==> src/hdl/slt_pkg.sv <==
// Shared types, token codes and character classes for the small language tokenizer.
package slt_pkg;

    localparam int unsigned FIELD_BITS = 16;
    localparam logic [FIELD_BITS-1:0] FIELD_MAX = 16'hFFFF;
    localparam int unsigned TDATA_BITS = 40;

    // Token kind codes as they appear on the result stream
    typedef enum logic [3:0] {
        K_EOF     = 4'd0,
        K_WS      = 4'd1,
        K_IDENT   = 4'd2,
        K_IF      = 4'd3,
        K_INT     = 4'd4,
        K_NUMBER  = 4'd5,
        K_PLUS    = 4'd6,
        K_MINUS   = 4'd7,
        K_ASSIGN  = 4'd8,
        K_EQUAL   = 4'd9,
        K_LBRACE  = 4'd10,
        K_RBRACE  = 4'd11,
        K_SEMI    = 4'd12,
        K_LPAREN  = 4'd13,
        K_RPAREN  = 4'd14,
        K_UNKNOWN = 4'd15
    } kind_t;

    // Open run that waits for the byte that ends it
    typedef enum logic [3:0] {
        P_NONE   = 4'b0001,
        P_IDENT  = 4'b0010,
        P_NUMBER = 4'b0100,
        P_EQ     = 4'b1000
    } pend_t;

    // Keyword prefix seen so far in an identifier run
    typedef enum logic [4:0] {
        KW_NONE = 5'b00001,
        KW_I    = 5'b00010,
        KW_IF   = 5'b00100,
        KW_IN   = 5'b01000,
        KW_INT  = 5'b10000
    } kw_t;

    typedef struct packed {
        logic                  last;
        logic [FIELD_BITS-1:0] length;
        logic [FIELD_BITS-1:0] start;
        kind_t                 kind;
    } token_t;

    localparam logic [7:0] CH_NUL    = 8'h00;
    localparam logic [7:0] CH_TAB    = 8'h09;
    localparam logic [7:0] CH_CR     = 8'h0D;
    localparam logic [7:0] CH_SPACE  = 8'h20;
    localparam logic [7:0] CH_LPAREN = 8'h28;
    localparam logic [7:0] CH_RPAREN = 8'h29;
    localparam logic [7:0] CH_PLUS   = 8'h2B;
    localparam logic [7:0] CH_MINUS  = 8'h2D;
    localparam logic [7:0] CH_ZERO   = 8'h30;
    localparam logic [7:0] CH_NINE   = 8'h39;
    localparam logic [7:0] CH_SEMI   = 8'h3B;
    localparam logic [7:0] CH_EQ     = 8'h3D;
    localparam logic [7:0] CH_UP_A   = 8'h41;
    localparam logic [7:0] CH_UP_Z   = 8'h5A;
    localparam logic [7:0] CH_LO_A   = 8'h61;
    localparam logic [7:0] CH_LO_F   = 8'h66;
    localparam logic [7:0] CH_LO_I   = 8'h69;
    localparam logic [7:0] CH_LO_N   = 8'h6E;
    localparam logic [7:0] CH_LO_T   = 8'h74;
    localparam logic [7:0] CH_LO_Z   = 8'h7A;
    localparam logic [7:0] CH_LBRACE = 8'h7B;
    localparam logic [7:0] CH_RBRACE = 8'h7D;

    function automatic logic is_alpha(input logic [7:0] b);
        return (b >= CH_LO_A && b <= CH_LO_Z) || (b >= CH_UP_A && b <= CH_UP_Z);
    endfunction

    function automatic logic is_digit(input logic [7:0] b);
        return b >= CH_ZERO && b <= CH_NINE;
    endfunction

    function automatic logic is_ws(input logic [7:0] b);
        return b == CH_SPACE || (b >= CH_TAB && b <= CH_CR);
    endfunction

    // Kind of a byte that forms a token on its own
    function automatic kind_t single_kind(input logic [7:0] b);
        kind_t k;
        case (b)
            CH_PLUS:   k = K_PLUS;
            CH_MINUS:  k = K_MINUS;
            CH_LBRACE: k = K_LBRACE;
            CH_RBRACE: k = K_RBRACE;
            CH_SEMI:   k = K_SEMI;
            CH_LPAREN: k = K_LPAREN;
            CH_RPAREN: k = K_RPAREN;
            default:   k = is_ws(b) ? K_WS : K_UNKNOWN;
        endcase
        return k;
    endfunction

    // Advance the keyword prefix by one letter
    function automatic kw_t next_kw(input kw_t p, input logic [7:0] b);
        kw_t n;
        n = KW_NONE;
        case (p)
            KW_I:
            begin
                if (b == CH_LO_F)
                    n = KW_IF;
                else if (b == CH_LO_N)
                    n = KW_IN;
            end
            KW_IN:
            begin
                if (b == CH_LO_T)
                    n = KW_INT;
            end
            default: n = KW_NONE;
        endcase
        return n;
    endfunction

endpackage

==> src/hdl/small_language_tokenizer.sv <==
// Top level of the small language tokenizer: byte stream in, token stream out.
//
//  Channel | Signals                         | Carries
//  --------+---------------------------------+----------------------------------------------
//  s_*     | s_tvalid s_tready s_tdata[7:0]  | one source byte per transaction
//  m_*     | m_tvalid m_tready m_tdata m_tlast| one token per transaction, tlast = last_of_run
//
//  One byte is taken per cycle while s_tready is high; state and tokens settle at the same clock edge.
//  A byte yields zero, one or two tokens; a three-entry token queue sets the rate:
//  s_tready is high while the queue holds at most one token, so single-token bytes
//  stream at one per cycle while m_tready is high, and a two-token byte can drop s_tready.
//  rst_n clears position, open run, keyword prefix and the queue asynchronously.
//  A stalled m_tready holds the head token; s_tready drops once two tokens wait.
module small_language_tokenizer #(
    parameter int unsigned OFFSET_BITS = 16
) (
    input  logic                           clk,
    input  logic                           rst_n,
    input  logic                           s_tvalid,
    output logic                           s_tready,
    input  logic [7:0]                     s_tdata,   // [7:0] text_byte
    output logic                           m_tvalid,
    input  logic                           m_tready,
    output logic [slt_pkg::TDATA_BITS-1:0] m_tdata,   // [3:0] token_kind, [19:4] token_start,
                                                      // [35:20] token_length, [39:36] zero
    output logic                           m_tlast    // last_of_run
);
    import slt_pkg::*;

    localparam int unsigned WIDE_BITS = (OFFSET_BITS > FIELD_BITS) ? OFFSET_BITS : FIELD_BITS;
    localparam int unsigned Q_DEPTH   = 3;

    // Clamp an offset or a length to the token field width
    function automatic logic [FIELD_BITS-1:0] sat_field(input logic [OFFSET_BITS-1:0] v);
        logic [WIDE_BITS-1:0] w;
        w = WIDE_BITS'(v);
        return (w > WIDE_BITS'(FIELD_MAX)) ? FIELD_MAX : w[FIELD_BITS-1:0];
    endfunction

    logic [OFFSET_BITS-1:0] pos_reg, pos_next, pos_inc;
    logic [OFFSET_BITS-1:0] start_reg, start_next;
    pend_t                  pend_reg, pend_next;
    kw_t                    kw_reg, kw_next;
    token_t                 q_reg [Q_DEPTH];
    token_t                 q_next [Q_DEPTH];
    logic [1:0]             cnt_reg, cnt_next;

    token_t                 res [2];
    logic [1:0]             res_cnt;
    logic                   done;
    logic                   push, pop;
    logic [1:0]             base;
    kind_t                  run_kind;

    assign pos_inc  = (pos_reg == {OFFSET_BITS{1'b1}}) ? pos_reg : pos_reg + OFFSET_BITS'(1);
    assign s_tready = (cnt_reg <= 2'd1);
    assign m_tvalid = (cnt_reg != 2'd0);
    assign push     = s_tvalid && s_tready;
    assign pop      = m_tvalid && m_tready;
    assign m_tdata  = {4'b0000, q_reg[0].length, q_reg[0].start, q_reg[0].kind};
    assign m_tlast  = q_reg[0].last;
    assign run_kind = (kw_reg == KW_IF) ? K_IF : (kw_reg == KW_INT) ? K_INT : K_IDENT;

    // Tokenize one byte: close the open run, then handle the byte itself
    always_comb
    begin
        pos_next   = pos_reg;
        start_next = start_reg;
        pend_next  = pend_reg;
        kw_next    = kw_reg;
        res[0]     = '0;
        res[1]     = '0;
        res_cnt    = 2'd0;
        done       = 1'b0;

        case (pend_reg)
            P_EQ:
            begin
                pend_next = P_NONE;
                res_cnt   = 2'd1;
                if (s_tdata == CH_EQ)
                begin
                    res[0]   = '{1'b0, 16'd2, sat_field(start_reg), K_EQUAL};
                    pos_next = pos_inc;
                    done     = 1'b1;
                end
                else
                begin
                    res[0] = '{1'b0, 16'd1, sat_field(start_reg), K_ASSIGN};
                end
            end
            P_IDENT:
            begin
                if (is_alpha(s_tdata))
                begin
                    kw_next  = next_kw(kw_reg, s_tdata);
                    pos_next = pos_inc;
                    done     = 1'b1;
                end
                else
                begin
                    res[0]    = '{1'b0, sat_field(pos_reg - start_reg), sat_field(start_reg),
                                  run_kind};
                    res_cnt   = 2'd1;
                    pend_next = P_NONE;
                    kw_next   = KW_NONE;
                end
            end
            P_NUMBER:
            begin
                if (is_digit(s_tdata))
                begin
                    pos_next = pos_inc;
                    done     = 1'b1;
                end
                else
                begin
                    res[0]    = '{1'b0, sat_field(pos_reg - start_reg), sat_field(start_reg),
                                  K_NUMBER};
                    res_cnt   = 2'd1;
                    pend_next = P_NONE;
                end
            end
            default: ;
        endcase

        if (!done)
        begin
            if (s_tdata == CH_NUL)
            begin
                res[res_cnt[0]] = '{1'b0, 16'd1, sat_field(pos_reg), K_EOF};
                res_cnt         = res_cnt + 2'd1;
                pos_next        = '0;
            end
            else if (is_alpha(s_tdata))
            begin
                pend_next  = P_IDENT;
                start_next = pos_reg;
                kw_next    = (s_tdata == CH_LO_I) ? KW_I : KW_NONE;
                pos_next   = pos_inc;
            end
            else if (is_digit(s_tdata))
            begin
                pend_next  = P_NUMBER;
                start_next = pos_reg;
                pos_next   = pos_inc;
            end
            else if (s_tdata == CH_EQ)
            begin
                pend_next  = P_EQ;
                start_next = pos_reg;
                pos_next   = pos_inc;
            end
            else
            begin
                res[res_cnt[0]] = '{1'b0, 16'd1, sat_field(pos_reg), single_kind(s_tdata)};
                res_cnt         = res_cnt + 2'd1;
                pos_next        = pos_inc;
            end
        end

        // Mark the final token of this byte
        if (res_cnt == 2'd2)
            res[1].last = 1'b1;
        else
            res[0].last = 1'b1;
    end

    // Pop the head, then append this byte's tokens behind what remains
    always_comb
    begin
        base = cnt_reg - {1'b0, pop};
        for (int i = 0; i < Q_DEPTH; i++)
            q_next[i] = q_reg[i];
        if (pop)
        begin
            for (int i = 0; i < Q_DEPTH - 1; i++)
                q_next[i] = q_reg[i + 1];
        end
        if (push)
        begin
            for (int i = 0; i < Q_DEPTH; i++)
            begin
                if (res_cnt != 2'd0 && 2'(i) == base)
                    q_next[i] = res[0];
                if (res_cnt == 2'd2 && 2'(i) == base + 2'd1)
                    q_next[i] = res[1];
            end
        end
        cnt_next = base + (push ? res_cnt : 2'd0);
    end

    // Hold scanner state, advance it on each accepted byte
    always_ff @(posedge clk or negedge rst_n)
    begin
        if (!rst_n)
        begin
            pos_reg   <= '0;
            start_reg <= '0;
            pend_reg  <= P_NONE;
            kw_reg    <= KW_NONE;
            cnt_reg   <= 2'd0;
        end
        else
        begin
            if (push)
            begin
                pos_reg   <= pos_next;
                start_reg <= start_next;
                pend_reg  <= pend_next;
                kw_reg    <= kw_next;
            end
            cnt_reg <= cnt_next;
        end
    end

    // Token queue payload
    always_ff @(posedge clk)
    begin
        for (int i = 0; i < Q_DEPTH; i++)
            q_reg[i] <= q_next[i];
    end

endmodule

==> config.mk <==
export PLATFORM = sky130hd
export DESIGN_NAME = small_language_tokenizer
export DESIGN_NICKNAME = d
export VERILOG_FILES = /design/src/hdl/slt_pkg.sv /design/src/hdl/small_language_tokenizer.sv
export SDC_FILE = /design/constraint.sdc
export NUM_CORES = 1
export LEC_CHECK = 0
export BUFFER_PORTS_ARGS = -buffer_cell sky130_fd_sc_hd__clkbuf_2
export CAP_MARGIN = 20
export CORE_ASPECT_RATIO = 1.5
export CORE_MARGIN = 2
export CORE_UTILIZATION = 60
export DETAILED_ROUTE_END_ITERATION = 8
export HOLD_SLACK_MARGIN = 0.05
export PLACE_DENSITY = 0.79
export SLEW_MARGIN = 20
export SYNTH_ARGS = -nofsm -noshare
export SYNTH_HDL_FRONTEND = slang
export SYNTH_SLANG_ARGS = --single-unit
==> constraint.sdc <==
create_clock -name clk -period 8.15 [get_ports clk]
set_input_delay 1.63 -clock clk [delete_from_list [all_inputs] [get_ports clk]]
set_output_delay 1.63 -clock clk [all_outputs]
set_load 0.01 [all_outputs]
Word-level counts from Yosys, hierarchy flattened
Memory sizes are Yosys's and may differ from the RTL's.
Index checks and enable logic that the tools add are counted.
Widths: inputs -> output; s select.
{ "totals": {"mem_count": 1, "in_bits": 12, "register_bits": 43, "elab_cells": 158, "ram_bits": 111, "output_inout_bits": 43} }
{ "mem_list": {"columns": ["memory", "depth", "word_bits", "rd", "rd_clocked_by_memory_dff", "wr", "line", "text"], "rows": [
  ["q_reg", 3, 37, 3, 0, 3, "small_language_tokenizer.sv:44", "token_t q_reg [Q_DEPTH];"]
]} }
{ "classes": {"n_eq_ne": 30, "muxes": 76, "magnitude_cmp": 14, "n_addsub": 6, "bitwise_logic": 3, "reduce_logical": 23} }
{ "ops": {"columns": ["op", "n"], "rows": [
  ["$mux 74", 6],
  ["$mux 37", 7],
  ["$mux 16", 12],
  ["$bwmux 74", 2],
  ["$mux 111", 1],
  ["$pmux 36 s3", 1],
  ["$mux 36", 2],
  ["$mux 4", 15],
  ["$eq 8x6->1 const B", 7],
  ["$eq 8x7->1 const B", 6],
  ["$gt 16x16->1 const B", 3],
  ["$pmux 16 s3", 1],
  ["$demux 37 s1", 1],
  ["$mux 5", 6],
  ["$pmux 4 s7", 1],
  ["$mux 22", 1],
  ["$add 16x1->16 const B", 1],
  ["$eq 16x16->1 const B", 1],
  ["$ge 8x7->1 const B", 2],
  ["$le 8x7->1 const B", 2],
  ["$sub 16x16->16", 1],
  ["$mux 2", 7],
  ["$logic_and 1x1->1", 13],
  ["$pmux 4 s3", 1],
  ["other kinds (35)", 52]
]} }

Depth between registers and ports, before layout
{ "logic_depth": {"word_depth": 20, "ltp_mapped": 16, "depth_no_buf": 11} }

Worst setup path before layout
OpenSTA, ideal clock, no wires.
{ "synth_timing": {"path_kind": "input port to flip-flop", "from": "in s_tdata[1]", "to": "mem q_reg[0][100] (netlist name) (enable)", "setup_slack_ns": 1.743, "stages": 12, "t_arrival_ns": 5.963, "setup_time_ns": 0.444, "t_required_ns": 7.706, "n_path_buf": 3, "path_cell_list": "buf_2 > or4_4 > o221a_4 > o211ai_4 > buf_4 > ha_1 > nor2b_1 > o221ai_1 > a31oi_1 > nand2_1 > clkbuf_1 > a21oi_1"} }
{ "synth_lines": {"columns": ["element", "line", "text"], "rows": [
  ["from (decl)", "small_language_tokenizer.sv:21", "input logic [7:0] s_tdata,"],
  ["to (decl)", "small_language_tokenizer.sv:44", null]
]} }

==> results.cfg <==
[placement]
dp_cells = 1125
gp_congestion = 0.928
port_buffers = 50
post-dp-hpwl_um = 16100

[setup_path]
cp-start-kind = input port
end_kind = flip-flop
cp.arrival_ns = 6.01
r2r-end = q_reg[0][69]
endpoint = q_reg[0][69]
crit_required_ns = 8.42
crit_chain = clkbuf_2 > or4_4 > o221a_4 > o211ai_4 > ha_1 > or2_2 > a21oi_1 > o211ai_1 > o211ai_2 > buf_4 > or2_0 > and3_1 > a211oi_1
path_max_fanout = 27
r2r_start = pend_reg[3]
worstSetupPathType = input port to flip-flop
r2r_slack_ns = 3.50
cp_slowest_cell = o211ai_4
critPathMaxStageDelay_ns = 0.72
rr_worst_depth = 11
startpoint = s_tdata[1]

[pwr]
powerDensity_nw_per_um2 = 400
power.internal_mw = 2.29
switchingPower_mw = 1.61
p_leak_nw = 4.00
ir_worst_vdd_mv = 0.200
p_comb_frac = 0.460
p_clk_frac = 0.207
p_sw_frac = 0.413
p_seq_frac = 0.333

[die]
die_w_um = 105
row_count = 55
start_util = 0.609
dieArea_um2 = 16300
die_h_um = 155
pin_count = 55
coreArea_um2 = 15000

[synth]
synth_top_cell_by_area = dfxtp_1
ys_seq_area_frac = 0.402
synth_warnings = 0
synth_area_leaders = dfxtp_1 (16%), edfxtp_1 (12%), dfrtp_1 (11%)
synth-edff-count = 37
synth_cells = 977
ys_async_sr_fraction = 0.279
syn_avg_cell_area_um2 = 9.35
ys_ff_latch = 154
synth_area_um2 = 9140
synth-main-ff-cell = dfxtp_1
synth.top_cell.area_share = 0.162
ys_types = 83

[drt]
drt_iter0_drc = 650
firstDrtPassIters = 7
wirelength_um = 24200
wl_per_cell_um = 20.9
drcViolationCount = 0
vias = 7708
postRouteAntennaNets = 0
vias_per_cell = 6.66

[clock_network]
cts.sinks = 154
clkTransAtPathRegs_ns = 0.07
cts.htree.levels = 4
holdBufCountCts = 0
post_cts_resized = 0
clock_latency_ns = 0.43
post-cts-setup-buffers = 0
cts_tree = yes
clock-root-buffer = clkbuf_16
clockBufferDepth = 2
numCtsBuffers = 17

[layout]
largest_reg_flops = 111
fill_cells = 1277
n_antenna_cell = 0
final_net_count = 978
drive_gt1_frac = 0.181
area_growth_pct = 6.59
fin_cells = 1157
final_cell_mix = dfxtp_1 (74), nand2_1 (73), nor2_1 (71)
layout_commonest_cell = dfxtp_1
final_util = 0.649

[worst_hold_path]
hold_class = flip-flop to flip-flop

[timing]
rsz0062_at_grt = false
hold_viol = 0
tightest_slew_ns = 1.11
slew_viol_final = 0
finalSetupTns_ns = 0
fin_crit_ns = 5.74
setup_viol = 0
fmaxAchievable_mhz = 174
clock_skew_ns = 0.0102
finalCritPeriodShare = 0.704
slew_headroom = 0.258

[global_route]
grt_first_pass_wirelength_um = 38600
grt_start_max_net_pins = 50
grt_use_total = 0.300
antenna_found_initial = 0
overflow = 0
grt_pass1_vias = 7595

[status]
outcome = complete, no violations

[flow_run]
cap_violations = 0
## layer usage
| metal | GRT usage | wire (µm) | up-vias |
|---|---|---|---|
| met5 | 0 | 0 | - |
| met4 | 0.161 | 1020 | 0 |
| met3 | 0.0457 | 1480 | 82 |
| met2 | 0.534 | 12500 | 336 |
| met1 | 0.346 | 9150 | 3759 |
| li1 | - | - | 3531 |
## cell families (layout without fill, tap and decap cells)
logic type / after synthesis / count (layout) / share of synthesized area
adders and majority gates: 21 / 21 / 0.0296
xor gates and xnor gates: 19 / 19 / 0.0182
DFF: 154 / 154 / 0.402
muxes: 95 / 95 / 0.109
other: 1 / 4 / 0.000410
AOI/OAI and AO/OA: 265 / 265 / 0.210
buffers and inverters: 144 / 122 / 0.0808
and+or+nand+nor: 278 / 278 / 0.151
## worst min path at each step
stage / to / slack [ns] / from / cells past startpoint
2_1_floorplan: q_reg[0][1] / 0.45 / q_reg[0][38] / 2
3_3_place_gp: q_reg[0][1] / 0.46 / q_reg[0][38] / 2
3_5_place_dp: q_reg[0][1] / 0.47 / q_reg[0][38] / 2
4_1_cts: q_reg[0][1] / 0.48 / q_reg[0][38] / 2
5_1_grt: q_reg[0][1] / 0.50 / q_reg[0][38] / 2
6_report: q_reg[0][1] / 0.49 / q_reg[0][38] / 2
## worst max-delay path: cells and delay by family
family,cells,cell delay [ns]
buf+inv,2,0.59
simple gates,4,1.95
compound gates,6,1.42
fa+ha+maj,1,0.41
## power by group through the flow
| stage | combinational [mW] | clock, mW | sequential, mW |
|---|---|---|---|
| 2_1_floorplan | 1.45 | 0 | 1.22 |
| 3_3_place_gp | 1.71 | 0 | 1.30 |
| 3_5_place_dp | 1.76 | 0 | 1.31 |
| 4_1_cts | 1.77 | 0.809 | 1.29 |
| 5_1_grt | 1.94 | 0.843 | 1.32 |
| 6_report | 1.79 | 0.807 | 1.30 |
## stage by stage
step	setup slack, ns	hold slack, ns	power [mW]	area [µm²]
floorplan	1.74	0.447	2.67	9150
global placement	2.18	0.459	3.01	9140
detailed placement	2.02	0.470	3.06	9140
CTS	2.47	0.483	3.87	9740
global route	2.16	0.502	4.11	9740
finish	2.41	0.486	3.90	9740
## layout make-up
| cell class | instances | area [µm²] | share of cell area |
|---|---|---|---|
| Tap cell | 199 | 249 | 0.0256 |
| Timing Repair Buffer | 65 | 363 | 0.0373 |
| Multi-Input combinational cell | 682 | 4770 | 0.489 |
| Clock buffer | 18 | 439 | 0.0451 |
| Sequential cell | 154 | 3670 | 0.377 |
| Inverter | 25 | 93.8 | 0.00964 |
| Clock inverter | 14 | 158 | 0.0162 |
## cell usage after synthesis, types with 6 or more instances
master,instances
a211o_1,8
o31ai_1,7
mux2i_1,62
a221oi_1,6
xnor2_1,9
nand2_1,74
nand3_1,42
buf_4,43
a21oi_2,8
mux2_2,33
o22ai_1,15
nor3_1,18
a21oi_1,68
or3_1,9
a31oi_1,9
o32ai_1,7
inv_1,25
dfxtp_1,74
xor2_1,10
o21ai_0,29
nor2b_1,6
a211oi_1,7
and2_1,7
clkbuf_1,58
dfrtp_1,41
ha_1,20
buf_2,11
o21a_1,6
edfxtp_1,37
a221oi_2,7
o221ai_1,27
nor2_1,73
a22oi_1,20
and3_1,8
a21o_1,8
Power figures use the tool's default switching activity.
